$ cat src/rtl/rtc_pkg.sv
// Shared types and constants for the tick catch-up block.
// No dependencies; used by rtc_div and realtime_tick_catchup_top.
`timescale 1ns / 1ps

package rtc_pkg;

  localparam int TIME_W  = 32;
  localparam int STEP_W  = 24;
  localparam int ADDED_W = 9;

  // operation codes
  localparam logic OP_START  = 1'b0;
  localparam logic OP_SAMPLE = 1'b1;

  // configuration register indexes
  localparam logic [1:0] REG_STEP        = 2'd0;
  localparam logic [1:0] REG_MILLI_BASE  = 2'd1;
  localparam logic [1:0] REG_SECOND_BASE = 2'd2;

  localparam logic [STEP_W-1:0] STEP_RESET = 24'd1089590;

  // catch-up window around the deadline
  localparam logic [TIME_W-1:0]  SPAN_AHEAD    = 32'd256;
  localparam logic [TIME_W-1:0]  SPAN_BEHIND   = 32'hFFFF_FF00;
  localparam logic [ADDED_W-1:0] CATCHUP_LIMIT = 9'd257;

  // x / 1000 == (x * RECIP) >> RECIP_SHIFT for every 32-bit x
  localparam int                 RECIP_W     = 29;
  localparam logic [RECIP_W-1:0] RECIP       = 29'd274877907;
  localparam int                 RECIP_SHIFT = 38;

  typedef enum logic [1:0] {
    EV_NONE    = 2'd0,
    EV_CATCHUP = 2'd1,
    EV_RESYNC  = 2'd2,
    EV_SETBACK = 2'd3
  } event_kind_t;

  typedef enum logic [2:0] {
    ST_IDLE,
    ST_DECIDE,
    ST_ARM,
    ST_STEP,
    ST_TEST,
    ST_DIV_START,
    ST_DIV_WAIT,
    ST_OUT
  } rtc_state_t;

endpackage

$ cat src/rtl/rtc_div.sv
// Divide-by-1000 for the seconds report: reciprocal multiply; the dividend is registered, then the product.
// Depends on rtc_pkg.
`timescale 1ns / 1ps

module rtc_div (
  input  logic                        clk,
  input  logic                        rst,
  input  logic                        start,
  input  logic [rtc_pkg::TIME_W-1:0]  dividend,
  output logic                        done,
  output logic [rtc_pkg::TIME_W-1:0]  quotient
);

  localparam int PROD_W = rtc_pkg::TIME_W + rtc_pkg::RECIP_W;
  localparam int QUO_W  = PROD_W - rtc_pkg::RECIP_SHIFT;

  logic                        loaded;
  logic [rtc_pkg::TIME_W-1:0]  operand;
  logic [PROD_W-1:0]           product;

  assign quotient = {{(rtc_pkg::TIME_W-QUO_W){1'b0}},
                     product[PROD_W-1:rtc_pkg::RECIP_SHIFT]};

  always_ff @(posedge clk) begin
    if (rst) begin
      loaded <= 1'b0;
      done   <= 1'b0;
    end else begin
      loaded <= start;
      done   <= loaded;
    end
  end

  always_ff @(posedge clk) begin
    if (start) begin
      operand <= dividend;
    end
    if (loaded) begin
      product <= {{rtc_pkg::RECIP_W{1'b0}}, operand} *
                 {{rtc_pkg::TIME_W{1'b0}}, rtc_pkg::RECIP};
    end
  end

endmodule

$ cat src/rtl/realtime_tick_catchup_top.sv
// Tick catch-up top level: sequencer, deadline accumulator, config registers.
// Depends on rtc_pkg and rtc_div.
`timescale 1ns / 1ps
//
//  channel  | handshake            | payload
//  ---------+----------------------+-------------------------------------------
//  input    | in_valid / in_ready  | operation, now_ms
//  output   | out_valid / out_ready| advanced, event_kind, ticks_added,
//           |                      | tick_total, date_seconds, date_changed
//  config   | cfg_write            | cfg_index, cfg_data
//
//  One transaction at a time; the seconds report uses a reciprocal multiplier.
//  After acceptance: DECIDE; ARM for start, resync or set-back, STEP and TEST
//  per added tick for catch-up; then DIV_START, DIV_WAIT (divide-by-1000) and
//  OUT. Input is ready again in IDLE, once OUT has registered the result.
//  A finished result waits in the output register; the next input transaction
//  is taken meanwhile, and the sequencer holds before output until it is free.
//  Synchronous reset loads register defaults and clears state, not the payload.

module realtime_tick_catchup_top #(
  parameter int FRAC_BITS = 16
) (
  input  logic                          clk,
  input  logic                          rst,
  input  logic                          in_valid,
  output logic                          in_ready,
  input  logic                          operation,
  input  logic [31:0]                   now_ms,
  output logic                          out_valid,
  input  logic                          out_ready,
  output logic                          advanced,
  output logic [1:0]                    event_kind,
  output logic [8:0]                    ticks_added,
  output logic [31:0]                   tick_total,
  output logic [31:0]                   date_seconds,
  output logic                          date_changed,
  input  logic                          cfg_write,
  input  logic [1:0]                    cfg_index,
  input  logic [31:0]                   cfg_data
);

  localparam int SUM_W = rtc_pkg::STEP_W + 1;

  rtc_pkg::rtc_state_t state, state_next;

  logic [rtc_pkg::STEP_W-1:0]  step_value;
  logic [31:0]                 milli_base;
  logic [31:0]                 second_base;

  logic [31:0]                 last_time;
  logic [31:0]                 deadline_whole;
  logic [FRAC_BITS-1:0]        deadline_fraction;
  logic [31:0]                 tick_count;
  logic [31:0]                 shown_seconds;

  logic                        cur_op;
  logic [31:0]                 cur_now;
  rtc_pkg::event_kind_t        kind;
  logic [rtc_pkg::ADDED_W-1:0] added;

  logic [31:0]                 delta;
  logic [SUM_W-1:0]            step_sum;
  logic [SUM_W-1:0]            arm_sum;
  logic [31:0]                 date_now;
  logic                        out_free;
  logic                        div_start;
  logic                        div_done;
  logic [31:0]                 div_quotient;

  assign delta    = cur_now - deadline_whole;
  assign step_sum = SUM_W'(deadline_fraction) + SUM_W'(step_value);
  assign arm_sum  = SUM_W'(step_value);
  assign date_now = div_quotient + second_base;
  assign out_free = !out_valid || out_ready;
  assign in_ready = (state == rtc_pkg::ST_IDLE);

  rtc_div u_div (
    .clk      (clk),
    .rst      (rst),
    .start    (div_start),
    .dividend (last_time - milli_base),
    .done     (div_done),
    .quotient (div_quotient)
  );

  always_ff @(posedge clk) begin
    if (rst) begin
      state <= rtc_pkg::ST_IDLE;
    end else begin
      state <= state_next;
    end
  end

  always_comb begin
    state_next = state;
    div_start  = 1'b0;
    case (state)
      rtc_pkg::ST_IDLE: begin
        if (in_valid) state_next = rtc_pkg::ST_DECIDE;
      end
      rtc_pkg::ST_DECIDE: begin
        if (cur_op == rtc_pkg::OP_START) begin
          state_next = rtc_pkg::ST_ARM;
        end else if (cur_now == last_time) begin
          state_next = rtc_pkg::ST_DIV_START;
        end else if (!delta[31]) begin
          state_next = (delta > rtc_pkg::SPAN_AHEAD) ? rtc_pkg::ST_ARM : rtc_pkg::ST_STEP;
        end else if (delta < rtc_pkg::SPAN_BEHIND) begin
          state_next = rtc_pkg::ST_ARM;
        end else begin
          state_next = rtc_pkg::ST_DIV_START;
        end
      end
      rtc_pkg::ST_ARM:  state_next = rtc_pkg::ST_DIV_START;
      rtc_pkg::ST_STEP: state_next = rtc_pkg::ST_TEST;
      rtc_pkg::ST_TEST: begin
        if (!delta[31] && added < rtc_pkg::CATCHUP_LIMIT) begin
          state_next = rtc_pkg::ST_STEP;
        end else begin
          state_next = rtc_pkg::ST_DIV_START;
        end
      end
      rtc_pkg::ST_DIV_START: begin
        div_start  = 1'b1;
        state_next = rtc_pkg::ST_DIV_WAIT;
      end
      rtc_pkg::ST_DIV_WAIT: begin
        if (div_done) state_next = rtc_pkg::ST_OUT;
      end
      rtc_pkg::ST_OUT: begin
        if (out_free) state_next = rtc_pkg::ST_IDLE;
      end
      default: state_next = rtc_pkg::ST_IDLE;
    endcase
  end

  // config registers
  always_ff @(posedge clk) begin
    if (rst) begin
      step_value  <= rtc_pkg::STEP_RESET;
      milli_base  <= '0;
      second_base <= '0;
    end else if (cfg_write) begin
      case (cfg_index)
        rtc_pkg::REG_STEP:        step_value  <= cfg_data[rtc_pkg::STEP_W-1:0];
        rtc_pkg::REG_MILLI_BASE:  milli_base  <= cfg_data;
        rtc_pkg::REG_SECOND_BASE: second_base <= cfg_data;
        default: ;
      endcase
    end
  end

  // architectural state
  always_ff @(posedge clk) begin
    if (rst) begin
      last_time         <= '0;
      deadline_whole    <= '0;
      deadline_fraction <= '0;
      tick_count        <= '0;
      shown_seconds     <= '0;
      out_valid         <= 1'b0;
    end else begin
      if (state == rtc_pkg::ST_OUT && out_free) begin
        out_valid <= 1'b1;
      end else if (out_ready) begin
        out_valid <= 1'b0;
      end
      case (state)
        rtc_pkg::ST_DECIDE: begin
          if (cur_op == rtc_pkg::OP_START || cur_now != last_time) last_time <= cur_now;
          if (cur_op == rtc_pkg::OP_SAMPLE && cur_now != last_time && !delta[31]
              && delta > rtc_pkg::SPAN_AHEAD) begin
            tick_count <= tick_count + 32'd1;
          end
        end
        rtc_pkg::ST_ARM: begin
          deadline_whole    <= last_time + 32'(arm_sum >> FRAC_BITS);
          deadline_fraction <= arm_sum[FRAC_BITS-1:0];
        end
        rtc_pkg::ST_STEP: begin
          tick_count        <= tick_count + 32'd1;
          deadline_whole    <= deadline_whole + 32'(step_sum >> FRAC_BITS);
          deadline_fraction <= step_sum[FRAC_BITS-1:0];
        end
        rtc_pkg::ST_OUT: begin
          if (out_free) begin
            shown_seconds <= date_now;
          end
        end
        default: ;
      endcase
    end
  end

  // transaction payload and result registers
  always_ff @(posedge clk) begin
    case (state)
      rtc_pkg::ST_IDLE: begin
        cur_op  <= operation;
        cur_now <= now_ms;
      end
      rtc_pkg::ST_DECIDE: begin
        if (cur_op == rtc_pkg::OP_SAMPLE && cur_now != last_time) begin
          if (!delta[31]) begin
            if (delta > rtc_pkg::SPAN_AHEAD) begin
              kind  <= rtc_pkg::EV_RESYNC;
              added <= rtc_pkg::ADDED_W'(1);
            end else begin
              kind  <= rtc_pkg::EV_CATCHUP;
              added <= '0;
            end
          end else if (delta < rtc_pkg::SPAN_BEHIND) begin
            kind  <= rtc_pkg::EV_SETBACK;
            added <= '0;
          end else begin
            kind  <= rtc_pkg::EV_NONE;
            added <= '0;
          end
        end else begin
          kind  <= rtc_pkg::EV_NONE;
          added <= '0;
        end
      end
      rtc_pkg::ST_STEP: added <= added + rtc_pkg::ADDED_W'(1);
      rtc_pkg::ST_OUT: begin
        if (out_free) begin
          advanced     <= (added != '0);
          event_kind   <= kind;
          ticks_added  <= added;
          tick_total   <= tick_count;
          date_seconds <= date_now;
          date_changed <= (date_now != shown_seconds);
        end
      end
      default: ;
    endcase
  end

endmodule
$ cat config.mk
export PLATFORM = sky130hd
export DESIGN_NAME = realtime_tick_catchup_top
export DESIGN_NICKNAME = d
export VERILOG_FILES = /design/src/rtl/rtc_pkg.sv /design/src/rtl/rtc_div.sv /design/src/rtl/realtime_tick_catchup_top.sv
export SDC_FILE = /design/constraint.sdc
export NUM_CORES = 2
export LEC_CHECK = 0
export CAP_MARGIN = 20
export CORE_UTILIZATION = 45
export DETAILED_ROUTE_END_ITERATION = 12
export DONT_BUFFER_PORTS = 1
export RECOVER_POWER = 50
export SYNTH_ARGS = -nofsm -noshare
export SYNTH_HDL_FRONTEND = slang
export SYNTH_HIERARCHICAL = 1
export SYNTH_SLANG_ARGS = --single-unit
$ cat constraint.sdc
create_clock -name clk -period 7.26 [get_ports clk]
set_input_delay 1.452 -clock clk [delete_from_list [all_inputs] [get_ports clk]]
set_output_delay 1.452 -clock clk [all_outputs]
set_load 0.02 [all_outputs]
* Word level (Yosys, flattened, before mapping)
Index checks and enable logic that the tools add are counted.
** Word-level totals
- Bits in registers :: 452
- Input port bits :: 72
** Operators by class
- Add/sub/neg operators :: 8
- Multiply operators :: 1
- Magnitude comparators :: 3
- Eq/ne operators :: 16
- Mux-type cells :: 24
- Bitwise gates (word level) :: 1
- Reduce and logical (&&, ||, !) cells :: 22
** Operators by type and width (count)
- $pmux W32 S2 :: 2
- $ne A32 B32 Y1 :: 2
- $sub A32 B32 Y32 :: 2
- $mul A32 B29 Y61 const B :: 1
- $add A23 B32 Y32 :: 1
- $add A32 B1 Y32 const B :: 1
- $add A32 B8 Y32 :: 1
- $add A32 B9 Y32 :: 1
- $eq A32 B32 Y1 :: 1
- $gt A32 B9 Y1 const B :: 1
- $lt A32 B32 Y1 const B :: 1
- $mux W32 :: 1
- $pmux W16 S2 :: 1
- $add A16 B24 Y25 :: 1
- $mux W3 :: 8
- $pmux W3 S8 :: 1
- $mux W9 :: 2
- $pmux W9 S2 :: 1
- $eq A3 B3 Y1 const B :: 4
- $reduce_and A2 Y1 :: 6
- $add A9 B1 Y9 const B :: 1
- $lt A9 B9 Y1 const B :: 1
- $reduce_bool A9 Y1 :: 1
- $eq A3 B2 Y1 const B :: 2
- other kinds (15) :: 31

* Longest topological paths before layout
- Word-level depth :: 7
- Mapped depth :: 29
- Depth with buffers taken out :: 29

* Hierarchy
Netlist, hierarchy kept.
** Modules (own cells, without submodules)
- realtime_tick_catchup_top :: instances 1, cells an instance 2607, area each 22054.9 um^2
- rtc_div :: instances 1, cells an instance 1650, area each 16729.8 um^2

* Worst setup path before layout
No wires, ideal clock.
- Kind :: reg2reg
- Start :: register u_div/operand[4] in the netlist's numbering
- End :: register u_div.product[50], data pin
- Library setup time :: 260 ps
- Arrival :: 6210 ps
- Required time :: 7000 ps
- Slack :: 790 ps
- Stages on the path, launching flop included :: 24
- Clock period less this slack :: 6470 ps
- Cells stage by stage :: edfxtp_1 > ha_1 > fa_1 > fa_1 > inv_1 > fa_1 > inv_1 > fa_1 > inv_1 > fa_1 > inv_1 > fa_1 > inv_1 > fa_1 > inv_1 > ha_1 > a21oi_1 > o21ai_0 > a21oi_1 > o21ai_1 > a2111oi_2 > o21ai_1 > a21boi_1 > xnor2_1
** Between the ends
- Word-level cells in the longest chain between the ends :: 1
** RTL lines
- from (decl) :: line rtc_div.sv:18 : logic [rtc_pkg::TIME_W-1:0] operand;
- from (signal assigned) :: line rtc_div.sv:36 : operand <= dividend;
- $mul A32 B29 Y61 :: line rtc_div.sv:39 : product <= {{rtc_pkg::RECIP_W{1'b0}}, operand} *
- to (signal assigned) :: line rtc_div.sv:39
- to (decl) :: line rtc_div.sv:19 : logic [PROD_W-1:0] product;
No other way between the ends.
A chain may end at the register's enable or synchronous reset.

* Final worst setup path
Same ends and word-level chain as after synthesis.

==> flow_summary.yaml <==
status:
  outcome: "complete, but fails checks"
  violations: "max-capacitance violations, max-slew violations"
sta:
  maxSlewHeadroom_pct: -52.3
  fin_crit_sh_pct: 96.5
  rsz0062_at_grt: "no"
  finalCriticalPeriod_ns: 7.00
  max_freq_mhz: 143
  finClkSkew_ns: 0.0371
  setup_viol: 0
  tns_ns: 0
  setup_ws_ns: 0.257
  worstMarginPinSlew_ns: 2.28
  hold_viol: 0
  slew_viol_final: 218
global_route:
  grt_pass1_wl_mm: 166
  grt_max_degree: 263
  grt_use_total_pct: 24.4
  antenna_found_initial: 0
  overflow: 0
  grt_pass1_vias: 29100
pwr:
  max-vdd-ir-drop_mv: 0.197
  powerDensity_nw_per_um2: 194
  leakage_nw: 18.6
synth:
  ys_ff_latch: 414
  synth_ff_type: "dfxtp_1"
  ys_async_sr_fraction_pct: 0
  netlist_area_um2: 38800
  synthDistinctLibCells: 97
  yosys-top-cells-area: "ha_1 (17%), fa_1 (16%), edfxtp_1 (14%)"
  syn_area_per_cell_um2: 9.11
  synth-edff-count: 176
  yosysTopAreaCell: "ha_1"
  synth_top_area_share_pct: 16.7
  synth_warnings: 6
  syn_inst: 4257
  ys_seq_area_share_pct: 25.9
layout:
  nFillCells: 8100
  final_cells: 5409
  antenna_cells: 0
  area_growth_pct: 7.89
  final_area_um2: 41800
  drive_above_1_share_pct: 4.53
  nets: 5118
worst_setup_path:
  path_max_fanout: 9
  worst_setup_path_end_kind: "register"
  cp_slowest_stage_delay_ns: 0.58
  r2r_end: "u_div/product[50]"
  critPathTopFamily: "adder cells"
  path_common_cell: "fa_1"
  cp_cell_sequence: "buf_4 > ha_1 > fa_1 > fa_1 > inv_1 > fa_1 > inv_1 > fa_1 > ha_1 > fa_1 > inv_1 > fa_1 > inv_1 > ha_1 > a21oi_1 > o22ai_1 > a21oi_1 > o21ai_0 > a2111oi_2 > buf_4 > o21ai_1 > a21boi_1 > xnor2_1"
  start_kind: "register"
  path_class: "register to register"
  crit_slowest_cell: "fa_1"
  cp_data_arrival_time_ns: 7.35
  r2r_slack_ns: 0.26
  rr_startpoint: "u_div/operand[4]"
  worst-path-buf-inv: 6
  ff2ff_path_depth: 23
  required_ns: 7.61
hold_path:
  hold_path_class: "register to register"
  min_from: "milli_base[9]"
  min_path_cells: 2
  worstHoldEndpoint: "milli_base[9]"
routing:
  drtPass1Iterations: 5
  drt-initial-drc-count: 1894
  routed_wl_mm: 107
  via_per_inst: 5.49
  drt_drc_violations_left: 0
  ant_nets: 0
  num_vias: 29700
  wl_per_cell_um: 19.8
clock_tree:
  cts_tree: "done"
  cts_max_level: 2
  clock_latency_ns: 0.64
  cts-buffers-inserted: 49
  cts.path.max_buffers: 3
  cts.sinks: 414
  hold_buffers: 0
  path_clk_slew_ns: 0.06
  clockRootBuffer: "clkbuf_16"
placed_design:
  place_ws_ns: 0.297
  dpl_cell_area_um2: 40100
  place_hpwl_mm: 85.4
  routabilityCongestion: 0.892
  dp.cells: 5316
  port_buffers: 0
run:
  drv_cap: 6
die:
  start_util_pct: 45.5
  placementRows: 107
  ios: 151
  core_area_um2: 85300
  die_h_um: 296
  die_w_um: 296
  die-area_um2: 87400
where the power goes:
| part | internal [W] | total, W | switching (W) |
|---|---|---|---|
| combinational | 0.00109 | 0.00271 | 0.00162 |
| sequential | 0.00259 | 0.00274 | 0.000149 |
| clock | 0.00161 | 0.00268 | 0.00107 |
worst register-to-register path: cells and delay by family, from the launching register on:
kind	cells	cell delay (ns)
flops	1	0.39
xor+xnor	1	0.08
buf+inv	6	0.65
fa+ha+maj	9	4.11
compound gates	7	1.51
kinds of logic after synthesis:
kind of cell	count (synthesis)	synth area share, %
buffers and inverters	817	8.11
adders and majority gates	821	32.4
AOI/OAI and AO/OA	817	13.7
and+or+nand+nor	1119	13.6
other	1	0.00967
muxes	49	1.27
xor gates and xnor gates	219	5.05
DFF	414	25.9
flip-flops by register name (all words and copies together) (netlist names), 23 cells and up:
register        flops
u_div/product      23
deadline_whole     32
cur_now            32
tick_total         32
step_value         24
milli_base         32
tick_count         32
date_seconds       32
u_div/operand      32
last_time          32
second_base        32
shown_seconds      32
area by class of cell:
cell class / count / area [µm²] / share of cell area (%)
Timing Repair Buffer: 59 / 420 / 1.00
Tap cell: 1144 / 1430 / 3.42
Inverter: 667 / 2510 / 5.99
Sequential cell: 414 / 10000 / 24.0
Multi-Input combinational cell: 3034 / 25700 / 61.4
Clock buffer: 66 / 1430 / 3.41
Clock inverter: 25 / 334 / 0.798
per-layer routing:
layer	track usage [%]	wire length, µm	up-vias	part of all wire, %
li1	-	-	14500	-
met1	33.3	48800	14300	46
met2	40.7	50200	707	47
met3	2.56	4770	136	4.5
met4	7.15	3030	0	2.8
met5	0	0	-	0
cell usage in the layout, fill, tap and decap left out, types with 96 or more instances in the layout:
master / count
o21ai_0: 96
xor2_1: 96
nand2_1: 419
dfxtp_1: 238
fa_1: 304
nor2_1: 226
ha_1: 517
xnor2_1: 120
inv_1: 666
edfxtp_1: 176
a21oi_1: 310
cell usage after synthesis (all sizes together), types with 17 or more instances:
master and n:
xnor2 120, ha 517, nand2 419, nor4 33
a21oi 311, clkbuf 117, inv 666, and3 40
a311oi 24, nand4 47, nor2b 34, nor3b 17
a21o 69, o211ai 28, and2 17, dfxtp 238
nand2b 20, buf 33, nand3 96, a211oi 48
edfxtp 176, o21ai 107, o311ai 17, o21bai 22
nor2 230, mux2i 46, fa 304, o21a 24
a2111oi 18, nor3 98, xor2 96, a31oi 36
stage by stage:
stage | total power [W] | hold slack [ns] | util, %
final | 0.00813 | 0.454 | 49.1
after detailed placement | 0.00544 | 0.420 | 47.0
after global routing | 0.00858 | 0.473 | 49.1
after CTS | 0.00814 | 0.451 | 49.1
after global placement | 0.00543 | 0.442 | 47.0
after floorplan | 0.00477 | 0.400 | -
how the worst max path moves through the flow:
stage	from	endpoint	slack [ns]	depth (start not counted)
after floorplan	u_div/operand[4]	u_div/product[50]	0.79	23
after global placement	u_div/operand[4]	u_div/product[50]	0.40	24
after detailed placement	u_div/operand[4]	u_div/product[50]	0.30	24
after CTS	u_div/operand[4]	u_div/product[50]	0.29	24
after global routing	u_div/operand[6]	u_div/product[57]	0.009	23
final	u_div/operand[4]	u_div/product[50]	0.26	23
what timing repair did:
item	in CTS	in global routing
setup endpoints to repair	0	3
setup buffers	0	2
gates resized for setup	0	3
Note: power is estimated with default switching activity, not from simulation.
